## config.mk

```make
export PLATFORM = sky130hd
export DESIGN_NAME = mips_overlay_relocator
export DESIGN_NICKNAME = d
export VERILOG_FILES = /design/src/hdl/mor_pkg.sv /design/src/hdl/mips_overlay_relocator.sv /design/src/hdl/mor_ram.sv
export VERILOG_INCLUDE_DIRS = /design/src /design/src/hdl
export SDC_FILE = /design/constraint.sdc
export NUM_CORES = 2
export LEC_CHECK = 0
export BUFFER_PORTS_ARGS = -buffer_cell sky130_fd_sc_hd__buf_4
export CORE_MARGIN = 2
export CORE_UTILIZATION = 30
export CTS_CLUSTER_DIAMETER = 30
export CTS_CLUSTER_SIZE = 25
export DETAILED_ROUTE_END_ITERATION = 10
export HOLD_SLACK_MARGIN = 0.05
export PLACE_DENSITY = 0.48
export SLEW_MARGIN = 20
export SYNTH_ARGS = -nofsm -noshare
export SYNTH_HDL_FRONTEND = slang
export SYNTH_HIERARCHICAL = 1
export SYNTH_SLANG_ARGS = --single-unit
export TNS_END_PERCENT = 5
```

## constraint.sdc

```tcl
create_clock -name clk -period 14.3 [get_ports clk]
set_clock_uncertainty 0.15 [all_clocks]
set_input_delay 0.715 -clock clk [delete_from_list [all_inputs] [get_ports clk]]
set_output_delay 0.715 -clock clk [all_outputs]
set_load 0.02 [all_outputs]
```

## src/hdl/assert_macros.svh

```systemverilog
// Assertion macros shared by the relocator RTL.
// Expects clk and an active-low rst_n in the including module's scope.
`ifndef ASSERT_MACROS_SVH
`define ASSERT_MACROS_SVH

// antecedent implies consequent in the same cycle
`define MOR_ASSERT_IMPL(lbl, ante, cons, msg) \
  lbl: assert property (@(posedge clk) disable iff (!rst_n) (ante) |-> (cons)) \
    else $error(msg);

// antecedent implies consequent in the next cycle
`define MOR_ASSERT_NEXT(lbl, ante, cons, msg) \
  lbl: assert property (@(posedge clk) disable iff (!rst_n) (ante) |=> (cons)) \
    else $error(msg);

`endif

```

## src/hdl/mor_pkg.sv

```systemverilog
// Relocator package: relocation type codes, section codes, register indexes.
// No dependencies.
package mor_pkg;

  localparam int ENTRY_W = 32;
  localparam int WORD_W  = 32;
  localparam int ADDR_W  = 32;
  localparam int CFG_IDX_W = 2;

  localparam logic [5:0] RT_WORD32 = 6'd2;
  localparam logic [5:0] RT_JUMP26 = 6'd4;
  localparam logic [5:0] RT_HI16   = 6'd5;
  localparam logic [5:0] RT_LO16   = 6'd6;

  localparam logic [1:0] SEC_NULL   = 2'd0;
  localparam logic [1:0] SEC_TEXT   = 2'd1;
  localparam logic [1:0] SEC_DATA   = 2'd2;
  localparam logic [1:0] SEC_RODATA = 2'd3;

  localparam logic [CFG_IDX_W-1:0] CFG_LOAD_BASE   = 2'd0;
  localparam logic [CFG_IDX_W-1:0] CFG_LINK_BASE   = 2'd1;
  localparam logic [CFG_IDX_W-1:0] CFG_TEXT_LENGTH = 2'd2;
  localparam logic [CFG_IDX_W-1:0] CFG_DATA_LENGTH = 2'd3;

  typedef struct packed {
    logic [ADDR_W-1:0] write_address;
    logic [WORD_W-1:0] write_value;
    logic              final_write;
  } result_t;

endpackage

```

## src/hdl/mips_overlay_relocator.sv

```systemverilog
// Each input word is registered in the work stage on accept; its result words in out_r.
// One entry per cycle unless output stalls; a LO16 entry holds the stage for two writes.
// The HI16 table sits in one RAM; its read is issued at input accept, a row per entry.
// Reset (synchronous, rst_n low) clears configuration, pipeline valids and the table's
// per-row valid bits at once; an invalid row reads as zero. No clearing pass.
// Depends on mor_pkg, mor_ram and assert_macros.svh.
`include "assert_macros.svh"

module mips_overlay_relocator #(
  parameter int REG_COUNT = 32
) (
  input  logic                           clk,
  input  logic                           rst_n,
  input  logic                           in_tvalid,
  output logic                           in_tready,
  input  logic [63:0]                    in_tdata,   // reloc_entry, target_word
  input  logic                           in_tlast,
  output logic                           out_tvalid,
  input  logic                           out_tready,
  output logic [63:0]                    out_tdata,  // write_address, write_value
  output logic                           out_tlast,
  input  logic                           cfg_valid,
  output logic                           cfg_ready,
  input  logic [mor_pkg::CFG_IDX_W-1:0]  cfg_index,
  input  logic [31:0]                    cfg_data
);
  import mor_pkg::*;

  localparam int IDX_W = $clog2(REG_COUNT);
  localparam int ROW_W = WORD_W + ADDR_W;

  // configuration
  logic [31:0] load_base_r, link_base_r, load_base_nxt, link_base_nxt;
  logic [23:0] text_len_r, data_len_r, text_len_nxt, data_len_nxt;
  logic [31:0] base_data_r, base_rodata_r, base_data_nxt, base_rodata_nxt;
  logic [31:0] delta_r, delta_nxt;
  logic        cfg_fire;

  assign cfg_ready = 1'b1;
  assign cfg_fire  = cfg_valid & cfg_ready;

  always_comb begin
    load_base_nxt = load_base_r;
    link_base_nxt = link_base_r;
    text_len_nxt  = text_len_r;
    data_len_nxt  = data_len_r;
    unique case (cfg_index)
      CFG_LOAD_BASE:   load_base_nxt = cfg_data;
      CFG_LINK_BASE:   link_base_nxt = cfg_data;
      CFG_TEXT_LENGTH: text_len_nxt  = cfg_data[23:0];
      CFG_DATA_LENGTH: data_len_nxt  = cfg_data[23:0];
      default: ;
    endcase
    base_data_nxt   = load_base_nxt + {8'd0, text_len_nxt};
    base_rodata_nxt = base_data_nxt + {8'd0, data_len_nxt};
    delta_nxt       = load_base_nxt - link_base_nxt;
  end

  always_ff @(posedge clk) begin
    if (!rst_n) begin
      load_base_r   <= '0;
      link_base_r   <= '0;
      text_len_r    <= '0;
      data_len_r    <= '0;
      base_data_r   <= '0;
      base_rodata_r <= '0;
      delta_r       <= '0;
    end else if (cfg_fire) begin
      load_base_r   <= load_base_nxt;
      link_base_r   <= link_base_nxt;
      text_len_r    <= text_len_nxt;
      data_len_r    <= data_len_nxt;
      base_data_r   <= base_data_nxt;
      base_rodata_r <= base_rodata_nxt;
      delta_r       <= delta_nxt;
    end
  end

  // work stage
  logic                 s1_valid_r, phase_r;
  logic [ENTRY_W-1:0]   s1_entry_r;
  logic [WORD_W-1:0]    s1_word_r;
  logic                 s1_last_r;
  logic                 rd_valid_r, fwd_r;
  logic [ROW_W-1:0]     fwd_data_r;
  logic [REG_COUNT-1:0] row_valid_r;

  logic                 in_fire, out_free, push, last_push, s1_retire, clr;
  logic [1:0]           n_res;
  logic [5:0]           rtype;
  logic [ADDR_W-1:0]    sec_base, addr;
  logic                 ram_we, hit;
  logic [IDX_W-1:0]     ram_waddr, ram_raddr;
  logic [ROW_W-1:0]     ram_wdata, ram_rdata, row;
  logic [WORD_W-1:0]    hw, hi_addr;
  logic [31:0]          w_reloc, j_tgt, j_reloc, comb, l_reloc, hiv;
  logic [16:0]          hi_sum;
  result_t              res, out_r;

  assign rtype = s1_entry_r[29:24];

  always_comb begin
    case (s1_entry_r[31:30])
      SEC_NULL: sec_base = '0;
      SEC_TEXT: sec_base = load_base_r;
      SEC_DATA: sec_base = base_data_r;
      default:  sec_base = base_rodata_r;
    endcase
  end
  assign addr = sec_base + {8'd0, s1_entry_r[23:0]};

  assign row     = !rd_valid_r ? '0 : (fwd_r ? fwd_data_r : ram_rdata);
  assign hw      = row[ROW_W-1 -: WORD_W];
  assign hi_addr = row[ADDR_W-1:0];

  assign w_reloc = s1_word_r + delta_r;
  assign j_tgt   = {4'b1000, s1_word_r[25:0], 2'b00};
  assign j_reloc = j_tgt + delta_r;
  assign comb    = {hw[15:0], 16'd0} + {{16{s1_word_r[15]}}, s1_word_r[15:0]};
  assign l_reloc = {hw[15:0], 16'd0} + {{16{s1_word_r[15]}}, s1_word_r[15:0]} + delta_r;
  assign hi_sum  = {1'b0, l_reloc[31:16]} + {16'd0, l_reloc[15]};
  assign hiv     = {hw[31:16], 16'd0} | {15'd0, hi_sum};

  always_comb begin
    n_res = 2'd0;
    res   = '{write_address: addr, write_value: w_reloc, final_write: 1'b1};
    unique case (rtype)
      RT_WORD32: begin
        n_res = (s1_word_r[27:24] == 4'd0) ? 2'd1 : 2'd0;
      end
      RT_JUMP26: begin
        n_res = 2'd1;
        res.write_value = {s1_word_r[31:26], j_reloc[27:2]};
      end
      RT_LO16: begin
        n_res = (comb[27:24] == 4'd0) ? 2'd2 : 2'd0;
        if (!phase_r) begin
          res = '{write_address: hi_addr, write_value: hiv, final_write: 1'b0};
        end else begin
          res.write_value = {s1_word_r[31:16], l_reloc[15:0]};
        end
      end
      default: n_res = 2'd0;
    endcase
  end

  assign out_free  = !out_tvalid || out_tready;
  assign push      = s1_valid_r && (n_res != 2'd0) && out_free;
  assign last_push = push && ((n_res == 2'd1) || phase_r);
  assign s1_retire = s1_valid_r && ((n_res == 2'd0) || last_push);
  assign in_tready = !s1_valid_r || s1_retire;
  assign in_fire   = in_tvalid && in_tready;
  assign clr       = s1_retire && s1_last_r;

  // table access: write on HI16 retire, read at accept, forward a same-row write
  assign ram_we    = s1_retire && (rtype == RT_HI16);
  assign ram_waddr = s1_word_r[16 +: IDX_W];
  assign ram_wdata = {s1_word_r, addr};
  assign ram_raddr = in_tdata[32 + 21 +: IDX_W];
  assign hit       = ram_we && (ram_waddr == ram_raddr);

  mor_ram #(
    .WIDTH(ROW_W),
    .DEPTH(REG_COUNT)
  ) u_table (
    .clk   (clk),
    .we    (ram_we),
    .waddr (ram_waddr),
    .wdata (ram_wdata),
    .re    (in_fire),
    .raddr (ram_raddr),
    .rdata (ram_rdata)
  );

  always_ff @(posedge clk) begin
    if (!rst_n) begin
      s1_valid_r  <= 1'b0;
      phase_r     <= 1'b0;
      row_valid_r <= '0;
      out_tvalid  <= 1'b0;
    end else begin
      if (in_fire) begin
        s1_valid_r <= 1'b1;
      end else if (s1_retire) begin
        s1_valid_r <= 1'b0;
      end
      if (s1_retire) begin
        phase_r <= 1'b0;
      end else if (push) begin
        phase_r <= 1'b1;
      end
      if (clr) begin
        row_valid_r <= '0;
      end else if (ram_we) begin
        row_valid_r[ram_waddr] <= 1'b1;
      end
      if (push) begin
        out_tvalid <= 1'b1;
      end else if (out_tready) begin
        out_tvalid <= 1'b0;
      end
    end
  end

  always_ff @(posedge clk) begin
    if (in_fire) begin
      s1_entry_r <= in_tdata[31:0];
      s1_word_r  <= in_tdata[63:32];
      s1_last_r  <= in_tlast;
      rd_valid_r <= !clr && (row_valid_r[ram_raddr] || hit);
      fwd_r      <= hit;
      fwd_data_r <= ram_wdata;
    end
    if (push) begin
      out_r <= res;
    end
  end

  assign out_tdata = {out_r.write_value, out_r.write_address};
  assign out_tlast = out_r.final_write;

  `MOR_ASSERT_IMPL(a_accept_free, in_fire, !s1_valid_r || s1_retire, "accept into busy stage")
  `MOR_ASSERT_IMPL(a_write_retire, ram_we, s1_retire, "table write without retire")
  `MOR_ASSERT_NEXT(a_clear_table, clr, row_valid_r == '0, "table not cleared after last")
  `MOR_ASSERT_IMPL(a_phase_lo16, phase_r, s1_valid_r && (rtype == RT_LO16), "second write not LO16")

endmodule

```

## src/hdl/mor_ram.sv

```systemverilog
// Generic single-write, single-read RAM with registered read data.
// No dependencies.
module mor_ram #(
  parameter int WIDTH = 64,
  parameter int DEPTH = 32
) (
  input  logic                     clk,
  input  logic                     we,
  input  logic [$clog2(DEPTH)-1:0] waddr,
  input  logic [WIDTH-1:0]         wdata,
  input  logic                     re,
  input  logic [$clog2(DEPTH)-1:0] raddr,
  output logic [WIDTH-1:0]         rdata
);

  logic [WIDTH-1:0] mem [DEPTH];

  always_ff @(posedge clk) begin
    if (we) begin
      mem[waddr] <= wdata;
    end
    if (re) begin
      rdata <= mem[raddr];
    end
  end

endmodule

```

# Word-level counts from Yosys, hierarchy flattened
# Memory sizes are Yosys's and may differ from the RTL's. A register that Yosys moved wholly into a read port is not among the register bits.
# Cells that the tools add are included.
# classes
n_addsub	9
magnitude_cmp	3
eq_ne	11
muxes	25
bitwise_logic	3
n_reduce_logical	28
# ops
cell	count
$mux W32	5
$mux W64	2
$add A32 B24 Y32	3
$add A32 B32 Y32	3
$pmux W32 S3	1
$pmux W32 S2	1
$mux W24	2
$or A32 B17 Y32	1
$or A32 B32 Y32	1
$sub A32 B32 Y32	1
$add A28 B28 Y28	1
$eq A6 B3 Y1 const B	3
$add A16 B1 Y17	1
$lt A5 B6 Y1 const B	2
$logic_and A1 B1 Y1	10
$mux W1	10
$logic_not A4 Y1	2
$eq A2 B1 Y1 const B	3
$eq A2 B2 Y1 const B	3
$eq A6 B2 Y1 const B	1
$logic_not A2 Y1	3
$pmux W2 S3	1
$reduce_bool A2 Y1	3
$bmux W1 S5	1
other kinds (8)	15
# totals
regBits	439
mem_bits_rw	2048
wordCells	100
mem_count	1
# mem_list
memory	depth	width	read_ports	rd_ports_with_merged_regs	write_ports	line	rtl
u_table.mem	32	64	1	1	1	mor_ram.sv:16	logic [WIDTH-1:0] mem [DEPTH];

# Depth between registers and ports, before layout
# logic_depth
word_depth	16
mapped_depth	31
depth_no_buf	28

# Modules after synthesis
# Netlist, hierarchy kept.
# by_module_without_submodules
module	n_inst	cells_per_inst	area_per_inst_um2
mor_ram	1	3097	79605.1
mips_overlay_relocator	1	2931	28797.6

# Worst setup path after synthesis
# No wires, ideal clock.
# synth_timing
path_type	reg2reg
start	register fwd_r
end	register fwd_data_r[0], enable pin
setup_ns	0.777
arrival_ns	12.525
required_ns	13.373
slack_ns	0.848
path_stages_with_launch	20
n_path_buf	2
synth_period_minus_slack_ns	13.452
cell_sequence	edfxtp_1 -> clkbuf_1 -> clkbuf_1 -> mux2i_1 -> nor2b_1 -> ha_1 -> inv_1 -> fa_1 -> nor2b_1 -> o21ai_0 -> a21boi_0 -> o21ai_0 -> a21boi_0 -> o21ai_0 -> a2111oi_0 -> a211oi_1 -> a21oi_1 -> o22ai_1 -> and2_1 -> nor2b_1
# synth_between
elab_chain_cells	14
word_cells_on_any_way	17
classes_between	add/sub (1); eq/ne (1); mux (4); reduce/logical (11)
# synth_lines
item	line	rtl
start, declared	mips_overlay_relocator.sv:84	logic rd_valid_r, fwd_r;
start signal, assigned	mips_overlay_relocator.sv:211	fwd_r <= hit;
$mux W64 (*) (2 in series)	mips_overlay_relocator.sv:112	assign row = !rd_valid_r ? '0 : (fwd_r ? fwd_data_r : ram_rdata);
$add A32 B32 Y32 (*)	-	
$logic_not A4 Y1 (*)	mips_overlay_relocator.sv:136	n_res = (comb[27:24] == 4'd0) ? 2'd2 : 2'd0;
$mux W2 (*)	mips_overlay_relocator.sv:136	
$pmux W2 S3 (*)	mips_overlay_relocator.sv:127	unique case (rtype)
$reduce_bool A2 Y1	mips_overlay_relocator.sv:148	assign push = s1_valid_r && (n_res != 2'd0) && out_free;
$logic_and A1 B1 Y1 (2 in series)	mips_overlay_relocator.sv:148	
$logic_and A1 B1 Y1	mips_overlay_relocator.sv:149	assign last_push = push && ((n_res == 2'd1) || phase_r);
$logic_or A1 B1 Y1 (*)	mips_overlay_relocator.sv:150	assign s1_retire = s1_valid_r && ((n_res == 2'd0) || last_push);
$logic_and A1 B1 Y1 (*)	mips_overlay_relocator.sv:150	
$logic_or A1 B1 Y1 (*)	mips_overlay_relocator.sv:151	assign in_tready = !s1_valid_r || s1_retire;
$logic_and A1 B1 Y1 (*)	mips_overlay_relocator.sv:152	assign in_fire = in_tvalid && in_tready;
via in_fire	mips_overlay_relocator.sv:88	logic in_fire, out_free, push, last_push, s1_retire, clr;
end signal, assigned	mips_overlay_relocator.sv:212	fwd_data_r <= ram_wdata;
end, declared	mips_overlay_relocator.sv:85	logic [ROW_W-1:0] fwd_data_r;
# The timed path passes the listed nets; every way through them passes the cells marked *.
# A chain may end at the register's enable or synchronous reset.

# Worst setup path after layout
# layout_timing
start	register s1_word_r[15]
end	register fwd_data_r[5], enable pin
# layout_between
elab_chain_cells	12
word_cells_on_any_way	15
classes_between	add/sub (1); eq/ne (1); mux (2); reduce/logical (11)
# layout_lines
item	line	rtl
start, declared	mips_overlay_relocator.sv:82	logic [WORD_W-1:0] s1_word_r;
start signal, assigned	mips_overlay_relocator.sv:208	s1_word_r <= in_tdata[63:32];
$add A32 B32 Y32 (*)	-	
$logic_not A4 Y1 (*)	mips_overlay_relocator.sv:136	
$mux W2 (*)	mips_overlay_relocator.sv:136	
$pmux W2 S3 (*)	mips_overlay_relocator.sv:127	
$reduce_bool A2 Y1	mips_overlay_relocator.sv:148	
$logic_and A1 B1 Y1 (2 in series)	mips_overlay_relocator.sv:148	
$logic_and A1 B1 Y1	mips_overlay_relocator.sv:149	
$logic_or A1 B1 Y1 (*)	mips_overlay_relocator.sv:150	
$logic_and A1 B1 Y1 (*)	mips_overlay_relocator.sv:150	
$logic_or A1 B1 Y1 (*)	mips_overlay_relocator.sv:151	
$logic_and A1 B1 Y1 (*)	mips_overlay_relocator.sv:152	
via in_fire	mips_overlay_relocator.sv:88	
# Marked as above.

==> summary.txt <==
Synth
  – Syn Nets: 6331
  – Ys flop type: edfxtp_1
  – Cell Area, Synth: 108000 um2
  – Post-synthesis sequential area ratio: 68.4%
  – Post-synth EDFFs: 2308
  – Seq cells post-synth: 2551
  – Syn Inst Count: 6028
  – Area contributors post-synth: edfxtp_1, mux4_2, dfxtp_1
  – Largest area contributor in the netlist: edfxtp_1
  – Post-synthesis cell type count: 98
  – Ys async rst share: 0%
  – Yosys top cell area share: 63.9%
  – YS warnings: 6
  – Avg Inst Size Synth: 18.0 um2

Global routing
  – GRT overflow: 0
  – Vias in the first global route: 62600
  – First-pass GRT wire length: 479000 um
  – Pin count of the biggest net entering global routing: 165
  – Antenna violations before repair: 12
  – Global-route usage over all layers: 18.4%

Clocking
  – Num Clock Sinks: 2551
  – Clock root buffer master: clkbuf_16
  – CTS resizes: 0
  – H-tree depth: 5
  – Worst-Skew Late Latency: 0.95 ns
  – CTS tree: yes
  – Clock buffer depth: 4
  – Clock transition at path regs: 0.04 ns
  – Num CTS Buffers: 487

Detailed routing
  – Wirelength, routed: 343000 um
  – DRC viols: 0
  – First-pass iteration count of the detailed router: 5
  – Drt first-iter violations: 5408
  – Final ANT Viol Nets: 0
  – WL/cell: 28.9 um
  – Post-DR vias/cell: 5.16
  – Vias: 61200

Critical path
  – Worst-path cell chain: buf_4 > ha_1 > inv_1 > fa_1 > nor2b_1 > o21ai_0 > a21boi_0 > o21ai_0 > a21boi_0 > o21ai_0 > a2111oi_0 > a211oi_1 > a21oi_1 > o22ai_1 > and2_1 > nor2b_4 > buf_12 > buf_4
  – WP data required: 14.67 ns
  – Crit start category: flop
  – Slowest CP cell: nor2b_4
  – Critical path's top delay family: compound AO/OA/AOI/OAI gates
  – Worst Path Max Fanout: 115
  – CP Buf/Inv Count: 4
  – Most used cell, CP: o21ai_0
  – Crit path kind: reg -> reg
  – Crit path DAT: 7.36 ns
  – Worst setup EP type: flop
  – Worst stage delay on the critical path: 0.79 ns

STA
  – F_max: 143 MHz
  – Hold WS: 0.114 ns
  – Slew Limit Fails: 0
  – Post-Route Setup TNS: 0 ns
  – Max-slew headroom: 22.7%
  – Fin. Hold Viols: 0
  – Tcrit/Tclk final: 48.9%
  – RSZ-0062 raised after global routing: no
  – Setup ws final: 7.31 ns
  – Endpoints failing setup: 0
  – Post-layout minimum cycle time: 6.99 ns
  – Least-Margin Pin Slew: 1.16 ns

Floorplan
  – Starting Density: 30.2%
  – Die height: 605 um
  – Full die area: 366000 um2
  – Core area: 359000 um2
  – FP Rows: 220
  – Die W: 605 um
  – I/O pin cnt: 172

Power
  – Comb power frac: 8.6%
  – Leak pwr: 46.3 nW
  – PwrDens: 164 nW/um2
  – Internal power: 0.0168 W
  – Worst VDD drop: 0.121 mV
  – Switching fraction of total power: 23.5%
  – Sequential Power Share: 38.6%
  – Psw: 0.00516 W
  – Clock group share of total power: 52.7%

Run
  – MaxCap Viol Count: 0

Place
  – Placed cells: 10900
  – IO buf count: 170
  – Setup WS pre-CTS: 7.09 ns
  – DP HPWL: 200000 um
  – Placer Congestion: 0.844

Min path
  – Worst Hold Class: in -> reg

Final layout
  – Leading cell type in the layout, fill and taps excluded: edfxtp_1
  – Nets: 6966
  – Area delta synth->final: 23.7%
  – FILL cells: 33200
  – Most frequent cells in the layout: edfxtp_1, mux4_2, clkbuf_16
  – Layout cell share with drive strength beyond 1: 29.5%
  – Non-Filler Instances: 11900
  – Fin util: 37.3%

Status
  – Status: completed
[logic make-up (layout without fill, tap and decap cells)]
kind of cell / count (synthesis) / after routing / synth area share (%)
other: 1 / 9 / 0.00346
AND/OR/NAND/NOR: 884 / 884 / 4.15
multiplexers: 1082 / 1082 / 17.3
flip-flops: 2551 / 2551 / 68.4
buffers and inverters: 352 / 1404 / 1.39
XOR/XNOR: 197 / 197 / 1.59
AO/OA/AOI/OAI: 761 / 761 / 4.79
adder cells (fa/ha/maj): 200 / 200 / 2.35
[what timing repair did]
action                    in CTS  in global routing
setup buffers                  0                  0
hold endpoints to repair      69                  0
hold buffers                  67                  0
[worst min-delay path: stages]
cell and delay (ns):
buf_4 0.15, mux2i_1 0.11, nand2_1 0.07, o211a_1 0.13
[final timing paths]
| check | start | end | slack [ns] | cells after the start |
|---|---|---|---|---|
| max | s1_word_r[15]$_DFFE_PP_ | fwd_data_r[5]$_DFFE_PP_ | 7.31 | 18 |
| max reg2reg | s1_word_r[15]$_DFFE_PP_ | fwd_data_r[5]$_DFFE_PP_ | 7.31 | 18 |
| min | cfg_data[11] | link_base_r[11]$_SDFFE_PN0P_ | 0.11 | 4 |
| min reg2reg | row_valid_r[31]$_SDFFE_PP0P_ | row_valid_r[31]$_SDFFE_PP0P_ | 0.32 | 2 |
[through the flow]
step,power (W),cell area [um2]
final,0.0219,134000
after global placement,0.0105,116000
after detailed placement,0.0105,117000
after floorplan,0.00982,108000
after global routing,0.0226,134000
after CTS,0.0221,134000
[layer usage]
metal | track usage (%) | part of all wire, % | vias to the layer above
met5 | 0 | 0 | -
met4 | 4.84 | 2.4 | 0
met3 | 2.60 | 5.0 | 498
met2 | 31.2 | 49 | 1899
met1 | 24.6 | 43 | 32900
li1 | - | - | 25900
[power groups by stage]
stage          registers, W  clock network [W]  logic, W
3_5_place_dp        0.00861                  0   0.00188
5_1_grt             0.00847             0.0121   0.00206
2_1_floorplan       0.00859                  0   0.00123
6_report            0.00846             0.0116   0.00189
3_3_place_gp        0.00861                  0   0.00186
4_1_cts             0.00847             0.0117   0.00191
[synthesized netlist by cell type, types with 19 or more instances]
library cell and number:
o21bai_1 26, ha_1 192, dfxtp_1 243, nor2_1 207
buf_1 41, mux4_2 612, a22oi_1 21, a22o_1 27
o21ai_0 116, mux2_2 207, xnor2_1 137, o211a_1 47
a21o_1 84, inv_1 66, and3_1 19, nor2b_1 200
nand4_1 19, buf_2 74, nand2b_1 33, mux2i_1 263
a221oi_1 22, a21oi_1 207, nand2_1 197, clkbuf_1 150
edfxtp_1 2308, o22ai_1 19, a31oi_1 21, nor3_1 47
o21a_1 23, xor2_1 60, nand3_1 67
[sequential cells by signal, summed over array words and instances (netlist names)]
signal and flops:
fwd_r 1, data_len_r 24, base_rodata_r 32, row_valid_r 32, load_base_r 32, text_len_r 24, s1_valid_r 1, link_base_r 32
base_data_r 32, u_table/mem 2048, out_tlast 1, s1_entry_r 32, delta_r 32, phase_r 1, s1_last_r 1, out_tdata 64
u_table/rdata 64, fwd_data_r 64, out_tvalid 1, s1_word_r 32, rd_valid_r 1
[cell type report]
| cell class | instances | area, um2 | area share (%) |
|---|---|---|---|
| inverters | 67 | 253 | 0.189 |
| well taps | 4773 | 5970 | 4.45 |
| flip-flops and latches | 2551 | 74200 | 55.3 |
| repair buffers | 431 | 3590 | 2.68 |
| clock buffers | 563 | 12800 | 9.57 |
| diodes | 8 | 20.0 | 0.0149 |
| clock inverters | 343 | 3940 | 2.94 |
| multi-input cells | 3125 | 33300 | 24.8 |
(Power assumes the default switching activity.)
